===== src/rtl/eobd_pkg.sv =====
package eobd_pkg;

	// characters that steer the decoder
	localparam logic [7:0] CH_BSLASH = 8'h5C;
	localparam logic [7:0] CH_X      = 8'h78;
	localparam logic [7:0] CH_ZERO   = 8'h30;
	localparam logic [7:0] CH_THREE  = 8'h33;
	localparam logic [7:0] CH_SEVEN  = 8'h37;

	localparam int unsigned PARTIAL_W = 6;

	// decode modes
	typedef enum logic [2:0] {
		M_NORMAL    = 3'd0,
		M_ESC_FIRST = 3'd1,
		M_ESC       = 3'd2,
		M_OCT1      = 3'd3,
		M_OCT2      = 3'd4,
		M_DROP_BAD  = 3'd5,
		M_DROP_HEX  = 3'd6
	} mode_t;

	// closing status codes
	typedef enum logic [1:0] {
		ST_OK  = 2'd0,
		ST_BAD = 2'd1,
		ST_HEX = 2'd2
	} status_t;

	// decoder state carried between words
	typedef struct packed {
		mode_t                  mode;
		logic                   at_value_start;
		logic [PARTIAL_W-1:0]   octal_partial;
	} dec_state_t;

	// result of one decode step
	typedef struct packed {
		logic       have;
		logic [7:0] byte_out;
		logic       byte_valid;
		logic       end_of_value;
		status_t    status;
	} dec_result_t;

	localparam dec_state_t STATE_RESET = '{
		mode: M_NORMAL,
		at_value_start: 1'b1,
		octal_partial: '0
	};

endpackage


===== src/rtl/eobd_in_if.sv =====
interface eobd_in_if;
	logic       valid;
	logic       ready;
	logic [7:0] char_in;
	logic       last_char;

	modport source (output valid, output char_in, output last_char, input ready);
	modport sink (input valid, input char_in, input last_char, output ready);
endinterface


===== src/rtl/eobd_out_if.sv =====
interface eobd_out_if;
	logic       valid;
	logic       ready;
	logic [7:0] byte_out;
	logic       byte_valid;
	logic       end_of_value;
	logic [1:0] status;

	modport source (output valid, output byte_out, output byte_valid,
		output end_of_value, output status, input ready);
	modport sink (input valid, input byte_out, input byte_valid,
		input end_of_value, input status, output ready);
endinterface


===== src/rtl/eobd_step.sv =====
module eobd_step (
	input  eobd_pkg::dec_state_t  state,
	input  logic [7:0]            char_in,
	input  logic                  last_char,
	output eobd_pkg::dec_state_t  next_state,
	output eobd_pkg::dec_result_t result
);

	logic                                is_oct;
	logic                                is_oct_lead;
	logic [2:0]                          digit;
	eobd_pkg::mode_t                     nmode;
	logic [eobd_pkg::PARTIAL_W-1:0]      npartial;
	eobd_pkg::status_t                   err;
	logic                                have;
	logic [7:0]                          byte_val;
	logic [eobd_pkg::PARTIAL_W+2:0]      oct_full;

	// character classes
	assign is_oct      = (char_in >= eobd_pkg::CH_ZERO) && (char_in <= eobd_pkg::CH_SEVEN);
	assign is_oct_lead = (char_in >= eobd_pkg::CH_ZERO) && (char_in <= eobd_pkg::CH_THREE);
	assign digit       = char_in[2:0];
	assign oct_full    = {state.octal_partial, digit};

	// mode transitions
	always_comb begin
		nmode    = state.mode;
		npartial = state.octal_partial;
		err      = eobd_pkg::ST_OK;
		have     = 1'b0;
		byte_val = '0;
		case (state.mode)
			eobd_pkg::M_NORMAL: begin
				if (char_in == eobd_pkg::CH_BSLASH) begin
					nmode = state.at_value_start ? eobd_pkg::M_ESC_FIRST : eobd_pkg::M_ESC;
					err   = eobd_pkg::ST_BAD;
				end else begin
					have     = 1'b1;
					byte_val = char_in;
				end
			end
			eobd_pkg::M_ESC_FIRST, eobd_pkg::M_ESC: begin
				if (char_in == eobd_pkg::CH_BSLASH) begin
					have     = 1'b1;
					byte_val = eobd_pkg::CH_BSLASH;
					nmode    = eobd_pkg::M_NORMAL;
				end else if (is_oct_lead) begin
					npartial = {{(eobd_pkg::PARTIAL_W-3){1'b0}}, digit};
					nmode    = eobd_pkg::M_OCT1;
					err      = eobd_pkg::ST_BAD;
				end else if (state.mode == eobd_pkg::M_ESC_FIRST &&
						char_in == eobd_pkg::CH_X) begin
					nmode = eobd_pkg::M_DROP_HEX;
					err   = eobd_pkg::ST_HEX;
				end else begin
					nmode = eobd_pkg::M_DROP_BAD;
					err   = eobd_pkg::ST_BAD;
				end
			end
			eobd_pkg::M_OCT1: begin
				if (is_oct) begin
					npartial = oct_full[eobd_pkg::PARTIAL_W-1:0];
					nmode    = eobd_pkg::M_OCT2;
				end else begin
					nmode = eobd_pkg::M_DROP_BAD;
				end
				err = eobd_pkg::ST_BAD;
			end
			eobd_pkg::M_OCT2: begin
				if (is_oct) begin
					have     = 1'b1;
					byte_val = oct_full[7:0];
					nmode    = eobd_pkg::M_NORMAL;
					npartial = '0;
				end else begin
					nmode = eobd_pkg::M_DROP_BAD;
					err   = eobd_pkg::ST_BAD;
				end
			end
			eobd_pkg::M_DROP_HEX: begin
				err = eobd_pkg::ST_HEX;
			end
			default: begin
				nmode = eobd_pkg::M_DROP_BAD;
				err   = eobd_pkg::ST_BAD;
			end
		endcase
	end

	// closing on the last character
	always_comb begin
		result.have         = have;
		result.byte_out     = byte_val;
		result.byte_valid   = have;
		result.end_of_value = last_char;
		result.status       = eobd_pkg::ST_OK;
		if (last_char) begin
			next_state = eobd_pkg::STATE_RESET;
			if (!have) begin
				result.have   = 1'b1;
				result.status = err;
			end
		end else begin
			next_state.mode           = nmode;
			next_state.at_value_start = 1'b0;
			next_state.octal_partial  = npartial;
		end
	end

endmodule


===== src/rtl/escaped_octal_byte_decoder.sv =====
// channel  | dir | payload                                   | word
// in_ch    | in  | char_in[7:0], last_char                   | one character
// out_ch   | out | byte_out[7:0], byte_valid, end_of_value,  | one decoded byte
//          |     | status[1:0]                               | or closing status
//
// one character per cycle unless the output stalls; results register after stage 1
// the decode state register loops back to itself through one step of logic
// arst_n clears the input stage, the decode state and the result register
// a stalled result holds stage 1 and the input, also for characters that give no result
module escaped_octal_byte_decoder (
	input  logic          clk,
	input  logic          arst_n,
	eobd_in_if.sink       in_ch,
	eobd_out_if.source    out_ch
);

	logic                  valid_s1;
	logic [7:0]            char_s1;
	logic                  last_s1;
	eobd_pkg::dec_state_t  state_q;
	eobd_pkg::dec_state_t  next_state;
	eobd_pkg::dec_result_t step_res;
	logic                  res_valid_q;
	logic [7:0]            byte_q;
	logic                  byte_valid_q;
	logic                  end_q;
	eobd_pkg::status_t     status_q;
	logic                  advance;

	// stage 1 moves on when the result register is free or drains
	assign advance     = valid_s1 && (!res_valid_q || out_ch.ready);
	assign in_ch.ready = !valid_s1 || advance;

	// input register
	always_ff @(posedge clk or negedge arst_n) begin
		if (!arst_n) begin
			valid_s1 <= 1'b0;
		end else if (in_ch.ready) begin
			valid_s1 <= in_ch.valid;
		end
	end

	always_ff @(posedge clk) begin
		if (in_ch.valid && in_ch.ready) begin
			char_s1 <= in_ch.char_in;
			last_s1 <= in_ch.last_char;
		end
	end

	eobd_step u_step (
		.state      (state_q),
		.char_in    (char_s1),
		.last_char  (last_s1),
		.next_state (next_state),
		.result     (step_res)
	);

	// decode state
	always_ff @(posedge clk or negedge arst_n) begin
		if (!arst_n) begin
			state_q <= eobd_pkg::STATE_RESET;
		end else if (advance) begin
			state_q <= next_state;
		end
	end

	// result register
	always_ff @(posedge clk or negedge arst_n) begin
		if (!arst_n) begin
			res_valid_q <= 1'b0;
		end else if (advance && step_res.have) begin
			res_valid_q <= 1'b1;
		end else if (out_ch.ready) begin
			res_valid_q <= 1'b0;
		end
	end

	always_ff @(posedge clk) begin
		if (advance && step_res.have) begin
			byte_q       <= step_res.byte_out;
			byte_valid_q <= step_res.byte_valid;
			end_q        <= step_res.end_of_value;
			status_q     <= step_res.status;
		end
	end

	assign out_ch.valid        = res_valid_q;
	assign out_ch.byte_out     = byte_q;
	assign out_ch.byte_valid   = byte_valid_q;
	assign out_ch.end_of_value = end_q;
	assign out_ch.status       = status_q;

	// a closing character returns the decoder to its start state
	a_close_resets: assert property (@(posedge clk) disable iff (!arst_n)
		advance && last_s1 |=> state_q.mode == eobd_pkg::M_NORMAL &&
			state_q.at_value_start && state_q.octal_partial == '0)
		else $error("state not cleared after closing word");

	// an error status only rides on a closing word without a byte
	a_err_closes: assert property (@(posedge clk) disable iff (!arst_n)
		res_valid_q && status_q != eobd_pkg::ST_OK |-> end_q && !byte_valid_q)
		else $error("error status on non-closing word");

	// a word without a byte is always a closing word
	a_nobyte_closes: assert property (@(posedge clk) disable iff (!arst_n)
		res_valid_q && !byte_valid_q |-> end_q)
		else $error("empty word that does not close");

	// a held character in stage 1 blocks new input
	a_s1_held: assert property (@(posedge clk) disable iff (!arst_n)
		valid_s1 && !advance |-> !in_ch.ready)
		else $error("stage 1 overwritten while held");

	// the first character of a value is seen only in the start state
	a_start_mode: assert property (@(posedge clk) disable iff (!arst_n)
		state_q.at_value_start |-> state_q.mode == eobd_pkg::M_NORMAL)
		else $error("value start outside normal mode");

endmodule

===== src/flat_wrapper.sv =====
// flat-port wrapper written by rule: the top's interface ports become plain ports
module escaped_octal_byte_decoder_flat 
  (clk, arst_n, in_ch_valid, in_ch_char_in, in_ch_last_char, in_ch_ready, out_ch_valid, out_ch_byte_out, out_ch_byte_valid, out_ch_end_of_value, out_ch_status, out_ch_ready);
  eobd_in_if in_ch_i ();
  eobd_out_if out_ch_i ();
  input  logic clk;
  input  logic arst_n;
  input wire logic [$bits(in_ch_i.valid)-1:0] in_ch_valid;
  input wire logic [$bits(in_ch_i.char_in)-1:0] in_ch_char_in;
  input wire logic [$bits(in_ch_i.last_char)-1:0] in_ch_last_char;
  output wire logic [$bits(in_ch_i.ready)-1:0] in_ch_ready;
  output wire logic [$bits(out_ch_i.valid)-1:0] out_ch_valid;
  output wire logic [$bits(out_ch_i.byte_out)-1:0] out_ch_byte_out;
  output wire logic [$bits(out_ch_i.byte_valid)-1:0] out_ch_byte_valid;
  output wire logic [$bits(out_ch_i.end_of_value)-1:0] out_ch_end_of_value;
  output wire logic [$bits(out_ch_i.status)-1:0] out_ch_status;
  input wire logic [$bits(out_ch_i.ready)-1:0] out_ch_ready;
  assign in_ch_i.valid = in_ch_valid;
  assign in_ch_i.char_in = in_ch_char_in;
  assign in_ch_i.last_char = in_ch_last_char;
  assign in_ch_ready = in_ch_i.ready;
  assign out_ch_valid = out_ch_i.valid;
  assign out_ch_byte_out = out_ch_i.byte_out;
  assign out_ch_byte_valid = out_ch_i.byte_valid;
  assign out_ch_end_of_value = out_ch_i.end_of_value;
  assign out_ch_status = out_ch_i.status;
  assign out_ch_i.ready = out_ch_ready;
  escaped_octal_byte_decoder u_core (.clk(clk), .arst_n(arst_n), .in_ch(in_ch_i), .out_ch(out_ch_i));
endmodule

===== config.mk =====
export PLATFORM = sky130hd
export DESIGN_NAME = escaped_octal_byte_decoder_flat
export DESIGN_NICKNAME = d
export VERILOG_FILES = /design/src/rtl/eobd_pkg.sv /design/src/rtl/eobd_in_if.sv /design/src/rtl/eobd_out_if.sv /design/src/rtl/eobd_step.sv /design/src/rtl/escaped_octal_byte_decoder.sv /design/src/flat_wrapper.sv
export SDC_FILE = /design/constraint.sdc
export NUM_CORES = 1
export LEC_CHECK = 0
export ABC_AREA = 1
export BUFFER_PORTS_ARGS = -buffer_cell sky130_fd_sc_hd__buf_2
export CORE_AREA = 4 4 80 82
export CTS_BUF_LIST = sky130_fd_sc_hd__clkbuf_4
export DETAILED_ROUTE_END_ITERATION = 16
export DIE_AREA = 0 0 84 86
export GPL_TIMING_DRIVEN = 1
export PLACE_DENSITY = 0.45
export SYNTH_ARGS = -nofsm -noshare
export SYNTH_HDL_FRONTEND = slang
export SYNTH_SLANG_ARGS = --single-unit

===== constraint.sdc =====
create_clock -name clk -period 4.45 [get_ports clk]
set_input_delay 0.2225 -clock clk [delete_from_list [all_inputs] [get_ports clk]]
set_output_delay 0.2225 -clock clk [all_outputs]
set_load 0.005 [all_outputs]

==> flow_metrics.env <==
export IMPL_status="complete, no violations"
export IMPL_swShare_pct=32.7
export IMPL_vdd_drop_max_mv=0.190
export IMPL_synthTopCellsByArea="edfxtp_1 40%, dfrtp_1 16%, nand2_1 8.9%"
export IMPL_timing_final_crit_share_pct=44.9
export IMPL_cts_resized=0
export IMPL_num_fill_cells=622
export IMPL_period_minus_slack_ps=2000
export IMPL_p_switching_uw=301
export IMPL_rows=28
export IMPL_synth_cells=168
export IMPL_leakagePower_nw=0.844
export IMPL_syn_area_mm2=0.00160
export IMPL_power_share_sequential_pct=47.1
export IMPL_overflow=0
export IMPL_power_frac_clock_pct=24.4
export IMPL_final_cells=276
export IMPL_gp_congestion=0.844
export IMPL_grt_pass1_vias=1193
export IMPL_clock_latency_ps=340
export IMPL_dp_hpwl_um=2700
export IMPL_critPathLaunchType="flip-flop"
export IMPL_antenna_found_initial=0
export IMPL_finalHoldViolCount=0
export IMPL_grt_setup_unrepaired="false"
export IMPL_die_area_mm2=0.00722
export IMPL_slew_violations=0
export IMPL_clk_path_buf_depth=2
export IMPL_p_comb_share_pct=28.6
export IMPL_syn_num_nets=181
export IMPL_crit_slowest_cell="dfrtp_1"
export IMPL_cpPeakStageDelay_ps=460
export IMPL_routedWlPerCell_um=12.4
export IMPL_dr_first_iter_drc_count=128
export IMPL_endpoint_kind="flip-flop"
export IMPL_pin_count=27
export IMPL_fmax_mhz=500
export IMPL_layout_drive_gt1_share_pct=31.8
export IMPL_fin_skew_ps=4.58
export IMPL_drc=0
export IMPL_wl_um=3430
export IMPL_htree_levels=2
export IMPL_holdBufCountCts=1
export IMPL_seq_area_frac_synth_pct=56.9
export IMPL_dp_cells=267
export IMPL_cts_tree="done"
export IMPL_root_buffer="clkbuf_4"
export IMPL_tightest_slew_ps=506
export IMPL_register_area_um2=907
export IMPL_portBuffers=26
export IMPL_setup_violations_final=0
export IMPL_crit_chain="inv_2 > nand2_2 > nor2_4 > nand3_2 > nand3_2 > nand2_1 > nand2_1"
export IMPL_dr_pass1_iters=4
export IMPL_post_cts_buffers=0
export IMPL_crit_arrival_ps=1980
export IMPL_grt_max_degree=13
export IMPL_maxCapViolCount=0
export IMPL_dieWidth_um=84
export IMPL_layout_commonest_cell="nand2_1"
export IMPL_fp_dieH_um=86
export IMPL_path_class="reg2reg"
export IMPL_synth_top_cell_area_share_pct=39.5
export IMPL_initial_core_util_pct=27.8
export IMPL_area_growth_pct=19.1
export IMPL_vias=1221
export IMPL_diodes=0
export IMPL_critPathMaxFanout=12
export IMPL_min_path_type="in2reg"
export IMPL_ant_nets=0
export IMPL_synth_avg_cell_area_um2=9.50
export IMPL_clk_transition_reported_paths_ps=100
export IMPL_final_util_pct=33.1
export IMPL_fin_tns_setup_ps=0
export IMPL_vias_per_cell=4.42
export IMPL_multi_input_area_um2=597
export IMPL_synth_seq_cells=32
export IMPL_power_density_mw_per_mm2=485
export IMPL_cp_required_ps=4430
export IMPL_power_internal_uw=620
export IMPL_gr_usage_all_layers_pct=10.5
export IMPL_synth_distinct_cells=26
export IMPL_nets=213
export IMPL_core_mm2=0.00575
export IMPL_clock_sinks=32
export IMPL_layout_common_cells="38 x nand2_1, 26 x buf_2, 21 x nand3_1, 21 x edfxtp_1, 14 x inv_1"
export IMPL_yosysWarnings=0
export IMPL_grt_pass1_wl_um=5780
export IMPL_numCtsBuffers=5
export IMPL_relSlewSlack_pct=66.2
export IMPL_yosysTopAreaCell="edfxtp_1"
==> metal layers <==
metal  vias up  part of all wire, %  GRT usage (%)
li1        624                    -              -
met1       555                   49           14.3
met2        34                   43           15.1
met3         8                  6.0           2.79
met4         0                  2.5           5.70
met5         -                    0              0
==> final timing paths <==
check,start,to,slack (ps),cells after the start
max,u_core.state_q[9]$_DFFE_PN0P_,u_core.out_ch.byte_out[2]$_DFFE_PP_,2450,7
min,in_ch_char_in[3],u_core.char_s1[3]$_DFFE_PP_,50,1
max reg2reg,u_core.state_q[9]$_DFFE_PN0P_,u_core.out_ch.byte_out[2]$_DFFE_PP_,2450,7
min reg2reg,u_core.state_q[0]$_DFFE_PN0P_,u_core.state_q[0]$_DFFE_PN0P_,520,2
max in group asynchronous,arst_n,u_core.state_q[6]$_DFFE_PN1P_,3910,2
min in group asynchronous,arst_n,u_core.out_ch.valid$_DFFE_PN0P_,270,2
==> state kept, by name (all words and copies together) (netlist names) <==
register and count:
u_core.out_ch.status 2, u_core.char_s1 8, u_core.out_ch.byte_valid 1, u_core.out_ch.valid 1, u_core.out_ch.end_of_value 1, u_core.state_q 9, u_core.valid_s1 1, u_core.out_ch.byte_out 8
u_core.last_s1 1
==> through the flow <==
stage | cell area (µm²) | setup slack [ps] | power [mW] | hold WS [ps]
final | 1900 | 2450 | 0.921 | 54.8
after global routing | 1900 | 2300 | 0.986 | 32.9
after CTS | 1900 | 2440 | 0.934 | 40.5
after detailed placement | 1810 | 2460 | 0.705 | 108
after global placement | 1810 | 2440 | 0.710 | 112
after floorplan | 1600 | 2770 | 0.613 | -73.1
==> cell usage after synthesis <==
cell type / count
nand3b_1: 1
nor2_4: 4
and2_1: 1
nand4_1: 2
edfxtp_1: 21
nand2_1: 38
o21ai_1: 3
a31oi_1: 1
nand2_2: 9
dfrtp_1: 10
inv_1: 14
nor3_1: 7
nand3_1: 21
nand2_4: 2
nor2_2: 2
inv_2: 8
nand4_4: 1
o221ai_1: 1
o211ai_1: 1
clkbuf_1: 1
nand3_2: 3
dfstp_2: 1
nor2_1: 10
a21oi_1: 3
buf_2: 1
o21ai_0: 2
==> area by class of cell <==
| cell class | count | area share (%) |
|---|---|---|
| Clock buffer | 6 | 2.37 |
| Timing Repair Buffer | 27 | 7.37 |
| Multi-Input combinational cell | 112 | 31.4 |
| Inverter | 22 | 4.34 |
| Tap cell | 75 | 4.94 |
| Sequential cell | 32 | 47.7 |
| Clock inverter | 2 | 1.84 |
==> power by group through the flow <==
stage               Combinational (mW)  Clock, mW  Sequential (mW)
global route                     0.298      0.247            0.441
finish                           0.263      0.224            0.434
detailed placement               0.264          0            0.441
floorplan                        0.172          0            0.441
CTS                              0.266      0.234            0.434
global placement                 0.268          0            0.441
==> critical path, delay by kind of cell, from the launching register on <==
kind                   cells  cell delay [ps]
and+or+nand+nor            6             1020
buffers and inverters      1              160
DFF                        1              460
==> cells by family after synthesis <==
logic type / Yosys count / synth area share, %
buffers and inverters: 24 / 5.73
AOI/OAI and AO/OA: 11 / 3.92
DFF: 32 / 56.9
and+or+nand+nor: 101 / 33.5
No activity file was read; power rests on OpenSTA's default activity.
